===== config.mk =====
export PLATFORM = sky130hd
export DESIGN_NAME = xmodem_sender_control_core
export DESIGN_NICKNAME = d
export VERILOG_FILES = /design/src/rtl/core/xsc_pkg.sv /design/src/rtl/core/xsc_decide.sv /design/src/rtl/core/xsc_out.sv /design/src/rtl/core/xmodem_sender_control_core.sv
export SDC_FILE = /design/constraint.sdc
export NUM_CORES = 1
export LEC_CHECK = 0
export BUFFER_PORTS_ARGS = -buffer_cell sky130_fd_sc_hd__buf_4
export CORE_MARGIN = 2
export CORE_UTILIZATION = 35
export DETAILED_ROUTE_END_ITERATION = 8
export HOLD_SLACK_MARGIN = 0.08
export SETUP_SLACK_MARGIN = 0.4
export SLEW_MARGIN = 20
export SYNTH_ARGS = -nofsm -noshare
export SYNTH_HDL_FRONTEND = slang
export SYNTH_SLANG_ARGS = --single-unit

===== constraint.sdc =====
create_clock -name clk -period 5.5 [get_ports clk]
set_clock_uncertainty 0.15 [all_clocks]
set_input_delay 1.65 -clock clk [delete_from_list [all_inputs] [get_ports clk]]
set_output_delay 1.65 -clock clk [all_outputs]
set_load 0.005 [all_outputs]

===== src/rtl/core/xsc_pkg.sv =====
// ----------------------------------------------------------------------------
// XMODEM sender control package
// Shared codes, widths and structs for the XMODEM-CRC sender control core.
// ----------------------------------------------------------------------------
`default_nettype none

package xsc_pkg;

  // Field widths.
  localparam int unsigned CMD_W    = 3;
  localparam int unsigned BYTE_W   = 8;
  localparam int unsigned ACT_W    = 3;
  localparam int unsigned STAT_W   = 3;
  localparam int unsigned PHASE_W  = 3;
  localparam int unsigned ATT_W    = 9;
  localparam int unsigned ACKS_W   = 16;
  localparam int unsigned MAXATT_W = 8;

  // Register reset value.
  localparam logic [MAXATT_W-1:0] MAX_ATTEMPTS_RST = 8'd10;

  // Protocol bytes.
  localparam logic [BYTE_W-1:0] CODE_C   = 8'h43;
  localparam logic [BYTE_W-1:0] CODE_ACK = 8'h06;
  localparam logic [BYTE_W-1:0] CODE_CAN = 8'h18;

  // Commands.
  localparam logic [CMD_W-1:0] CMD_START   = 3'd0;
  localparam logic [CMD_W-1:0] CMD_REPLY   = 3'd1;
  localparam logic [CMD_W-1:0] CMD_PKT_RDY = 3'd2;
  localparam logic [CMD_W-1:0] CMD_EOD     = 3'd3;
  localparam logic [CMD_W-1:0] CMD_RD_ERR  = 3'd4;

  // Phases.
  localparam logic [PHASE_W-1:0] PH_IDLE  = 3'd0;
  localparam logic [PHASE_W-1:0] PH_WAITC = 3'd1;
  localparam logic [PHASE_W-1:0] PH_FETCH = 3'd2;
  localparam logic [PHASE_W-1:0] PH_SENT  = 3'd3;
  localparam logic [PHASE_W-1:0] PH_CAN1  = 3'd4;
  localparam logic [PHASE_W-1:0] PH_DRAIN = 3'd5;
  localparam logic [PHASE_W-1:0] PH_EOT   = 3'd6;

  // Actions.
  localparam logic [ACT_W-1:0] ACT_NONE   = 3'd0;
  localparam logic [ACT_W-1:0] ACT_XMIT   = 3'd1;
  localparam logic [ACT_W-1:0] ACT_FETCH  = 3'd2;
  localparam logic [ACT_W-1:0] ACT_CAN    = 3'd3;
  localparam logic [ACT_W-1:0] ACT_ACK    = 3'd4;
  localparam logic [ACT_W-1:0] ACT_EOT    = 3'd5;
  localparam logic [ACT_W-1:0] ACT_REBOOT = 3'd6;

  // Status codes.
  localparam logic [STAT_W-1:0] ST_BUSY    = 3'd0;
  localparam logic [STAT_W-1:0] ST_DONE    = 3'd1;
  localparam logic [STAT_W-1:0] ST_NOSTART = 3'd2;
  localparam logic [STAT_W-1:0] ST_CANCEL  = 3'd3;
  localparam logic [STAT_W-1:0] ST_ERRORS  = 3'd4;
  localparam logic [STAT_W-1:0] ST_EOTFAIL = 3'd5;
  localparam logic [STAT_W-1:0] ST_READERR = 3'd6;

  // Sequencer state.
  typedef struct packed {
    logic [PHASE_W-1:0] phase;
    logic [ATT_W-1:0]   attempts;
    logic [ACKS_W-1:0]  acks;
  } xsc_state_t;

  // Outcome of one item: action, status and whether the action repeats three times.
  typedef struct packed {
    logic [ACT_W-1:0]  action;
    logic [STAT_W-1:0] status;
    logic              three;
  } xsc_result_t;

endpackage

`default_nettype wire


===== src/rtl/core/xsc_decide.sv =====
// ----------------------------------------------------------------------------
// XMODEM sender control decision logic
// Computes the next sequencer state and the outcome for one registered item.
// ----------------------------------------------------------------------------
`default_nettype none

module xsc_decide (
  input  wire logic [xsc_pkg::CMD_W-1:0]    cmd,
  input  wire logic [xsc_pkg::BYTE_W-1:0]   reply_byte,
  input  wire logic [xsc_pkg::MAXATT_W-1:0] max_attempts,
  input  wire xsc_pkg::xsc_state_t          cur,
  output xsc_pkg::xsc_state_t               nxt,
  output xsc_pkg::xsc_result_t              res
);
  import xsc_pkg::*;

  logic [ATT_W-1:0] att_inc;
  logic [ATT_W-1:0] max_ext;
  logic [ATT_W-1:0] eot_limit;
  logic             max_zero;
  logic             is_reply;

  assign att_inc   = cur.attempts + 9'd1;
  assign max_ext   = {1'b0, max_attempts};
  assign eot_limit = {max_attempts, 1'b0};
  assign max_zero  = (max_attempts == '0);
  assign is_reply  = (cmd == CMD_REPLY);

  // One transition per item; unexpected commands leave the state alone.
  always_comb begin
    nxt = cur;
    res = '{action: ACT_NONE, status: ST_BUSY, three: 1'b0};
    case (cur.phase)
      PH_IDLE: begin
        if (cmd == CMD_START) begin
          nxt.attempts = '0;
          nxt.acks     = '0;
          if (max_zero) begin
            res.status = ST_NOSTART;
          end else begin
            nxt.phase = PH_WAITC;
          end
        end
      end
      PH_WAITC: begin
        if (is_reply) begin
          nxt.attempts = att_inc;
          if (reply_byte == CODE_C) begin
            nxt.phase  = PH_FETCH;
            res.action = ACT_FETCH;
          end else if (att_inc >= max_ext) begin
            res.status = ST_NOSTART;
          end
        end
      end
      PH_FETCH: begin
        if (cmd == CMD_PKT_RDY) begin
          if (max_zero) begin
            res = '{action: ACT_CAN, status: ST_ERRORS, three: 1'b1};
          end else begin
            nxt.attempts = 9'd1;
            nxt.phase    = PH_SENT;
            res.action   = ACT_XMIT;
          end
        end else if (cmd == CMD_EOD) begin
          if (max_zero) begin
            res.status = ST_EOTFAIL;
          end else begin
            nxt.attempts = 9'd1;
            nxt.phase    = PH_EOT;
            res.action   = ACT_EOT;
          end
        end else if (cmd == CMD_RD_ERR) begin
          res = '{action: ACT_CAN, status: ST_READERR, three: 1'b1};
        end
      end
      PH_SENT, PH_CAN1: begin
        if (is_reply) begin
          if (cur.phase == PH_SENT && reply_byte == CODE_ACK) begin
            if (cur.acks != '1) begin
              nxt.acks = cur.acks + 16'd1;
            end
            nxt.phase  = PH_FETCH;
            res.action = ACT_FETCH;
          end else if (reply_byte == CODE_CAN) begin
            // A first CAN waits for a second; the second starts the drain.
            nxt.phase = (cur.phase == PH_SENT) ? PH_CAN1 : PH_DRAIN;
          end else if (cur.attempts < max_ext) begin
            nxt.attempts = att_inc;
            nxt.phase    = PH_SENT;
            res.action   = ACT_XMIT;
          end else begin
            res = '{action: ACT_CAN, status: ST_ERRORS, three: 1'b1};
          end
        end
      end
      PH_DRAIN: begin
        if (is_reply) begin
          res.action = ACT_ACK;
          res.status = ST_CANCEL;
        end
      end
      PH_EOT: begin
        if (is_reply) begin
          if (reply_byte == CODE_ACK) begin
            res.action = ACT_REBOOT;
            res.status = ST_DONE;
          end else if (cur.attempts < eot_limit) begin
            nxt.attempts = att_inc;
            res.action   = ACT_EOT;
          end else begin
            res.status = ST_EOTFAIL;
          end
        end
      end
      default: begin
        nxt.phase = PH_IDLE;
      end
    endcase
    // Any terminal status ends the session.
    if (res.status != ST_BUSY) begin
      nxt.phase = PH_IDLE;
    end
  end

endmodule

`default_nettype wire


===== src/rtl/core/xsc_out.sv =====
// ----------------------------------------------------------------------------
// XMODEM sender control result stage
// Holds one item's outcome and presents it as one or three result items.
// ----------------------------------------------------------------------------
`default_nettype none

module xsc_out (
  input  wire logic                        clk,
  input  wire logic                        rst,
  input  wire logic                        load,
  input  wire xsc_pkg::xsc_result_t        load_res,
  input  wire logic [xsc_pkg::ACKS_W-1:0]  load_acks,
  output logic                             free,
  output logic                             out_valid,
  input  wire logic                        out_stall,
  output logic [xsc_pkg::ACT_W-1:0]        action,
  output logic [xsc_pkg::STAT_W-1:0]       status,
  output logic [xsc_pkg::ACKS_W-1:0]       packets_sent,
  output logic                             last
);
  import xsc_pkg::*;

  xsc_result_t       res_q;
  logic [ACKS_W-1:0] acks_q;
  logic [1:0]        idx;
  logic [1:0]        idx_next;
  logic              out_take;

  assign out_take = out_valid && !out_stall;
  assign last     = !res_q.three || (idx == 2'd2);
  assign free     = !out_valid || (out_take && last);

  assign action       = res_q.action;
  assign status       = res_q.status;
  assign packets_sent = acks_q;

  // Burst position within a three-item result.
  always_comb begin
    idx_next = idx;
    if (load) begin
      idx_next = 2'd0;
    end else if (out_take && !last) begin
      idx_next = idx + 2'd1;
    end
  end

  // Control registers.
  always_ff @(posedge clk) begin
    if (rst) begin
      out_valid <= 1'b0;
      idx       <= 2'd0;
    end else begin
      idx <= idx_next;
      if (load) begin
        out_valid <= 1'b1;
      end else if (out_take && last) begin
        out_valid <= 1'b0;
      end
    end
  end

  // Payload registers.
  always_ff @(posedge clk) begin
    if (load) begin
      res_q  <= load_res;
      acks_q <= load_acks;
    end
  end

  a_idx_range: assert property (@(posedge clk) disable iff (rst) idx != 2'd3)
    else $error("burst index out of range");

  a_single_idx: assert property (@(posedge clk) disable iff (rst)
    out_valid && !res_q.three |-> idx == 2'd0)
    else $error("single result with nonzero burst index");

  a_burst_can: assert property (@(posedge clk) disable iff (rst)
    out_valid && res_q.three |-> action == ACT_CAN && status != ST_BUSY)
    else $error("burst result that is not a terminal CAN");

  a_burst_step: assert property (@(posedge clk) disable iff (rst)
    out_take && !last |=> out_valid && idx == $past(idx) + 2'd1)
    else $error("burst did not advance");

endmodule

`default_nettype wire


===== src/rtl/core/xmodem_sender_control_core.sv =====
// ----------------------------------------------------------------------------
// XMODEM sender control core
// Control sequencer of an XMODEM-CRC sender: start, retries, cancel, EOT.
// ----------------------------------------------------------------------------
// Path: an accepted item passes the input register, then the result register.
// Throughput: one item per cycle while the output is not stalled; an item that
//   ends in three CANs holds the result register until all three are taken.
// Reset: synchronous; returns to idle, clears counters, max_attempts = 10.
// ----------------------------------------------------------------------------
`default_nettype none

module xmodem_sender_control_core (
  input  wire logic                          clk,
  input  wire logic                          rst,
  input  wire logic                          cfg_valid,
  output logic                               cfg_ready,
  input  wire logic [xsc_pkg::MAXATT_W-1:0]  cfg_data,
  input  wire logic                          in_valid,
  output logic                               in_stall,
  input  wire logic [xsc_pkg::CMD_W-1:0]     cmd,
  input  wire logic [xsc_pkg::BYTE_W-1:0]    reply_byte,
  output logic                               out_valid,
  input  wire logic                          out_stall,
  output logic [xsc_pkg::ACT_W-1:0]          action,
  output logic [xsc_pkg::STAT_W-1:0]         status,
  output logic [xsc_pkg::ACKS_W-1:0]         packets_sent,
  output logic                               last
);
  import xsc_pkg::*;

  logic [MAXATT_W-1:0] max_attempts;
  logic                in_q_valid;
  logic [CMD_W-1:0]    cmd_q;
  logic [BYTE_W-1:0]   byte_q;
  logic                in_take;
  logic                move;
  logic                out_free;
  xsc_state_t          st;
  xsc_state_t          st_next;
  xsc_result_t         step_res;

  // The user must write the register only while idle; the block does not enforce this, so writes are always taken.
  assign cfg_ready = 1'b1;

  assign move     = in_q_valid && out_free;
  assign in_stall = in_q_valid && !out_free;
  assign in_take  = in_valid && !in_stall;

  // Configuration register.
  always_ff @(posedge clk) begin
    if (rst) begin
      max_attempts <= MAX_ATTEMPTS_RST;
    end else if (cfg_valid && cfg_ready) begin
      max_attempts <= cfg_data;
    end
  end

  // Input register.
  always_ff @(posedge clk) begin
    if (rst) begin
      in_q_valid <= 1'b0;
    end else if (in_take) begin
      in_q_valid <= 1'b1;
    end else if (move) begin
      in_q_valid <= 1'b0;
    end
  end

  always_ff @(posedge clk) begin
    if (in_take) begin
      cmd_q  <= cmd;
      byte_q <= reply_byte;
    end
  end

  // Sequencer state advances as the item moves to the result register.
  always_ff @(posedge clk) begin
    if (rst) begin
      st <= '{phase: PH_IDLE, attempts: '0, acks: '0};
    end else if (move) begin
      st <= st_next;
    end
  end

  xsc_decide u_decide (
    .cmd          (cmd_q),
    .reply_byte   (byte_q),
    .max_attempts (max_attempts),
    .cur          (st),
    .nxt          (st_next),
    .res          (step_res)
  );

  xsc_out u_out (
    .clk          (clk),
    .rst          (rst),
    .load         (move),
    .load_res     (step_res),
    .load_acks    (st_next.acks),
    .free         (out_free),
    .out_valid    (out_valid),
    .out_stall    (out_stall),
    .action       (action),
    .status       (status),
    .packets_sent (packets_sent),
    .last         (last)
  );

  a_stall_full: assert property (@(posedge clk) disable iff (rst)
    in_stall |-> in_q_valid && out_valid)
    else $error("input stalled with room downstream");

  a_state_hold: assert property (@(posedge clk) disable iff (rst)
    !$past(move) && !$past(rst) |-> st == $past(st))
    else $error("state changed without an item");

  a_terminal_idle: assert property (@(posedge clk) disable iff (rst)
    move && step_res.status != ST_BUSY |=> st.phase == PH_IDLE)
    else $error("terminal status did not return to idle");

endmodule

`default_nettype wire

==> impl_metrics.json, run 1 <==
{
  "synth_top_cell_by_area": "edfxtp_1",
  "rows": 41,
  "slew_violations": 0,
  "dieArea_sq_um": 13900,
  "postCtsHoldBufs": 0,
  "firstDrtPassIters": 5,
  "path_cells": "buf_4 -> o21ai_0 -> inv_1 -> nand2_1 -> inv_1 -> buf_4",
  "synthDominantCellAreaShare": 0.225,
  "vias_per_cell": 5.63,
  "syn-instance-count": 508,
  "fillers": 1290,
  "maxSlewHeadroom": 0.285,
  "gr-usage-all-layers": 0.169,
  "power_density_nw_per_um2": 247,
  "cp_slowest_cell": "o21ai_0",
  "min_period_ns": 4.12,
  "synth-edff-count": 34,
  "status": "finished clean",
  "drtIter0Drc": 217,
  "irDropWorstVdd_mv": 0.128,
  "cts_buffers": 9,
  "io_buffers": 48,
  "chipWidth_um": 118,
  "synth-seq-cells": 74,
  "slowest_delay_ns": 0.20,
  "multi_input_area_sq_um": 2460,
  "rsz0062_at_grt": "no",
  "cts_num_sinks": 74,
  "finalCritPeriodShare": 0.749,
  "wl_per_cell_um": 16.2,
  "core-area_sq_um": 12600,
  "first_global_vias": 3821,
  "cp.required_ns": 3.70,
  "vias": 4018,
  "synth_commonest_cells": "nor2_1 (53), dfxtp_1 (40), a21oi_1 (39), edfxtp_1 (34), nand2_1 (32)",
  "overflow": 0,
  "drc": 0,
  "syn_avg_cell_area_sq_um": 8.93,
  "crit_start": "out_stall",
  "worstSkewPairLatency_ns": 0.34,
  "cts_max_level": 3,
  "ant_nets": 0,
  "root_buffer": "clkbuf_16",
  "cp-start-kind": "input port",
  "grt_max_degree": 37,
  "synth_nets": 558,
  "worstMarginPinSlew_ns": 1.07,
  "synth_cell_type_count": 71,
  "hold_viol_final": 0,
  "fmax_mhz": 243,
  "p_leak_nw": 2.04,
  "synth_most_common_cell": "nor2_1",
  "ios": 50,
  "cts.repair.resized": 0,
  "min_from": "in_q_valid",
  "cts.clk_slew.worst_paths_ns": 0.06,
  "rrSetupSlack_ns": 2.01,
  "whs_ns": 0.348,
  "synth_area_leaders": "edfxtp_1 (22%), dfxtp_1 (18%), ha_1 (7.2%)",
  "antenna_found_initial": 0,
  "maxCapViolCount": 0,
  "fin_nets": 587,
  "async_reset_ff_frac": 0,
  "endpoint_kind": "output port",
  "netlist_area_sq_um": 4540,
  "dp.cells": 698,
  "setup_viol": 0,
  "routed_wirelength_mm": 11.6,
  "crit_fanout": 2,
  "antenna_cells": 0,
  "ys_warn_count": 0,
  "setup_tns_ns": 0,
  "seq_area_frac_synth": 0.401,
  "grt_pass1_wl_mm": 19.2,
  "drive_gt1_frac": 0.142,
  "syn_to_final_growth_pct": 16.2,
  "critPathKind": "in2out",
  "cts.path.max_buffers": 2,
  "cts_tree": "built",
  "yosys_most_used_dff": "dfxtp_1",
  "final_cells": 714,
  "min_path_type": "reg2reg",
  "die_y_um": 118,
  "worstReg2RegStart": "st[27]",
  "seqCellArea_sq_um": 1820,
  "dp_hpwl_mm": 8.27,
  "arrival_ns": 2.32,
  "routabilityCongestion": 0.896,
  "start_util": 0.360,
  "cts_setup_buffers": 0
}
-- through the flow --
step | utilization | setup WS (ns) | total power [mW] | instance area [sq um]
2_1_floorplan | - | 1.67 | 0.669 | 4540
3_5_place_dp | 0.394 | 1.38 | 0.707 | 4970
3_3_place_gp | 0.394 | 1.40 | 0.704 | 4970
4_1_cts | 0.418 | 1.38 | 1.31 | 5280
6_report | 0.418 | 1.38 | 1.30 | 5280
5_1_grt | 0.418 | 1.24 | 1.34 | 5280
-- cells by family after synthesis --
kind of cell    after synthesis  synth area share
mux                          10            0.0226
simple gates                185             0.211
flops                        74             0.401
buf+inv                      58            0.0554
fa+ha+maj                    26            0.0717
other cells                   1          0.000826
compound gates              143             0.215
xor+xnor                     11            0.0212
-- layout by cell type (no fill, tap or decap), types with 8 or more instances in the layout --
master and n:
nor2_1 53, buf_4 49, dfxtp_1 40, a21oi_1 39
edfxtp_1 34, nand2_1 32, ha_1 26, inv_1 25
o21ai_0 23, nand3_1 18, a31oi_1 14, and3_1 13
nor3_1 12, nand4_1 9, clkbuf_16 9, xnor2_1 8
mux2i_1 8
-- registers in the layout, indices dropped and copies added (netlist names) --
register and flops:
st 28, u_out.packets_sent 16, byte_q 8, max_attempts 8, cmd_q 3, u_out.action 3
u_out.status 3, u_out.idx 2, in_q_valid 1, u_out.out_valid 1, u_out.res_q 1
-- layer usage --
layer / wire length (um) / up-vias / track usage
li1: - / 1971 / -
met1: 5840 / 1903 / 0.243
met2: 4900 / 130 / 0.252
met3: 677 / 14 / 0.0339
met4: 145 / 0 / 0.0580
met5: 0 / - / 0
-- final timing paths --
kind                     endpoint  cells past startpoint
setup / recovery         in_stall                      6
hold / removal    u_out.out_valid                      1
setup reg to reg           st[26]                      7
hold reg to reg   u_out.out_valid                      1
-- critical path: cells and delay by family --
| kind | cells | cell delay (ns) |
|---|---|---|
| AO/OA/AOI/OAI | 1 | 0.20 |
| AND/OR/NAND/NOR | 1 | 0.09 |
| buffers and inverters | 4 | 0.37 |
-- power breakdown --
group | switching, mW | leakage [nW] | internal, mW
Clock | 0.246 | 0.149 | 0.365
Sequential | 0.0125 | 0.664 | 0.591
Combinational | 0.0524 | 1.23 | 0.0392
-- cell type report --
class | count | share of cell area
Sequential cell | 74 | 0.345
Timing Repair Buffer | 49 | 0.0697
Tap cell | 172 | 0.0408
Clock buffer | 10 | 0.0453
Multi-Input combinational cell | 376 | 0.467
Inverter | 27 | 0.0192
Clock inverter | 6 | 0.0123
Note: power is estimated with default switching activity, not from simulation.
==> inputs of run 2 (changes only) <==
Settings changed: ABC_AREA set to 1.
Clock period 5.5 ns to 3.95 ns, I/O delays scaled along.
==> impl_metrics.json, run 2 <==
{
  "maxCapViolCount": 0,
  "endpoint_kind": "output port",
  "pre_cts_ws_ns": 0.753,
  "rsz0062_at_grt": "no",
  "syn_avg_cell_area_sq_um": 7.63,
  "arrival_ns": 1.87,
  "final_cells": 819,
  "yosys_most_used_dff": "dfxtp_1",
  "worstReg2RegStart": "st[16]",
  "synth-edff-count": 34,
  "rr_endpoint": "st[27]",
  "gr-usage-all-layers": 0.167,
  "finalCritPeriodShare": 0.811,
  "final_cell_mix": "nand2_1 (126), inv_1 (87), nor2_1 (53)",
  "routabilityCongestion": 0.894,
  "cts_setup_buffers": 0,
  "chipWidth_um": 118,
  "min_path_type": "reg2reg",
  "drc": 0,
  "cts_max_level": 3,
  "critPathKind": "in2out",
  "cts.repair.resized": 0,
  "vias": 4059,
  "syn-instance-count": 596,
  "irDropWorstVdd_mv": 0.198,
  "synth_top_cell_by_area": "edfxtp_1",
  "dieArea_sq_um": 13900,
  "worstSkewPairLatency_ns": 0.34,
  "routed_wirelength_mm": 11.2,
  "wl_per_cell_um": 13.6,
  "hold_viol_final": 0,
  "vias_per_cell": 4.96,
  "die_y_um": 118,
  "fmax_mhz": 312,
  "slew_violations": 0,
  "synth_cell_type_count": 43,
  "final_common_cell": "nand2_1",
  "cp-start-kind": "input port",
  "seq_area_frac_synth": 0.401,
  "power_density_nw_per_um2": 379,
  "start_util": 0.359,
  "rrSetupSlack_ns": 0.93,
  "ios": 50,
  "antenna_found_initial": 0,
  "cts_num_sinks": 74,
  "synth_area_leaders": "edfxtp_1 (22%), dfxtp_1 (18%), nand2_1 (10%)",
  "rows": 41,
  "syn_to_final_growth_pct": 18.1,
  "grt_pass1_wl_mm": 18.6,
  "netlist_area_sq_um": 4550,
  "cts.clk_slew.worst_paths_ns": 0.06,
  "cts.path.max_buffers": 2,
  "root_buffer": "clkbuf_16",
  "whs_ns": 0.331,
  "synth_most_common_cell": "nand2_1",
  "maxSlewHeadroom": 0.609,
  "rr_worst_depth": 14,
  "largest_register": "st",
  "p_leak_nw": 2.44,
  "min_period_ns": 3.20,
  "crit_end": "in_stall",
  "cts_buffers": 9,
  "drive_gt1_frac": 0.164,
  "grt_max_degree": 30,
  "worst_slack_ns": 0.748,
  "drtIter0Drc": 271,
  "antenna_cells": 0,
  "firstDrtPassIters": 5,
  "largest_reg_flops": 28,
  "synth-seq-cells": 74,
  "async_reset_ff_frac": 0,
  "ys_warn_count": 0,
  "cp.required_ns": 2.61,
  "status": "finished clean",
  "crit_start": "out_stall",
  "fin_nets": 692,
  "cts_tree": "built",
  "io_buffers": 48,
  "total_power_mw": 2.04,
  "dp.cells": 803,
  "dp_hpwl_mm": 8.53,
  "worstMarginPinSlew_ns": 0.582,
  "overflow": 0,
  "postCtsHoldBufs": 0,
  "synthDominantCellAreaShare": 0.224,
  "synth_nets": 646,
  "ant_nets": 0,
  "core-area_sq_um": 12700,
  "crit_fanout": 2,
  "setup_tns_ns": 0,
  "first_global_vias": 3873,
  "setup_viol": 0,
  "synth_commonest_cells": "nand2_1 (126), inv_1 (87), nor2_1 (53), dfxtp_1 (40), nand3_1 (39)"
}
==> run 2: cell count changes after synthesis, sizes merged, moves of 13 or more <==
cell	change
a31oi	-14
nand2	+100
o21ai	+24
and3	-14
nand3	+24
inv	+68
clkbuf	-13
==> run 2: worst min path at each step <==
stage	endpoint	startpoint	depth (start not counted)
after global placement	u_out.idx[1]	u_out.idx[1]	2
after global routing	u_out.idx[1]	u_out.idx[1]	2
after CTS	u_out.idx[1]	u_out.idx[1]	2
final	u_out.idx[1]	u_out.idx[1]	2
after detailed placement	u_out.idx[1]	u_out.idx[1]	2
after floorplan	u_out.idx[1]	u_out.idx[1]	2
==> run 2: logic make-up after synthesis <==
logic type / count (synthesis) / synth area share
xor gates and xnor gates: 7 / 0.0135
other: 1 / 0.000825
AOI/OAI and AO/OA: 111 / 0.147
and+or+nand+nor: 266 / 0.265
adders and majority gates: 26 / 0.0715
buffers and inverters: 111 / 0.102
DFF: 74 / 0.401
==> run 2: metrics by stage <==
stage	cell area (sq um)	utilization
final	5370	0.424
after global routing	5370	0.424
after CTS	5370	0.424
after detailed placement	5040	0.398
after global placement	5040	0.398
after floorplan	4550	-
==> run 2: area by class of cell <==
class | count | area, sq um
multi-input combinational | 411 | 2260
fill | 1265 | 7300
tap | 172 | 215
inverter | 95 | 358
clock inverter | 4 | 73.8
sequential | 74 | 1820
clock buffer | 12 | 258
timing repair buffer | 51 | 383
==> run 2: critical path: stages <==
cell,delay (ns)
buf_4,0.11
o21ai_0,0.22
inv_1,0.08
nand2_1,0.08
inv_1,0.06
buf_4,0.13
==> run 2: routing by layer <==
layer,track usage,vias to the layer above,wire (um),share of wire
met2,0.293,77,5580,0.50
met3,0.0436,11,378,0.034
met5,0,-,0,0
met4,0.0535,0,104,0.0093
met1,0.198,1907,5100,0.46
li1,-,2064,-,-
==> run 2: power breakdown <==
part | internal [mW] | total [mW] | switching [mW]
Clock | 0.592 | 0.905 | 0.313
Combinational | 0.101 | 0.279 | 0.179
Sequential | 0.833 | 0.854 | 0.0212
Total | 1.52 | 2.04 | 0.513
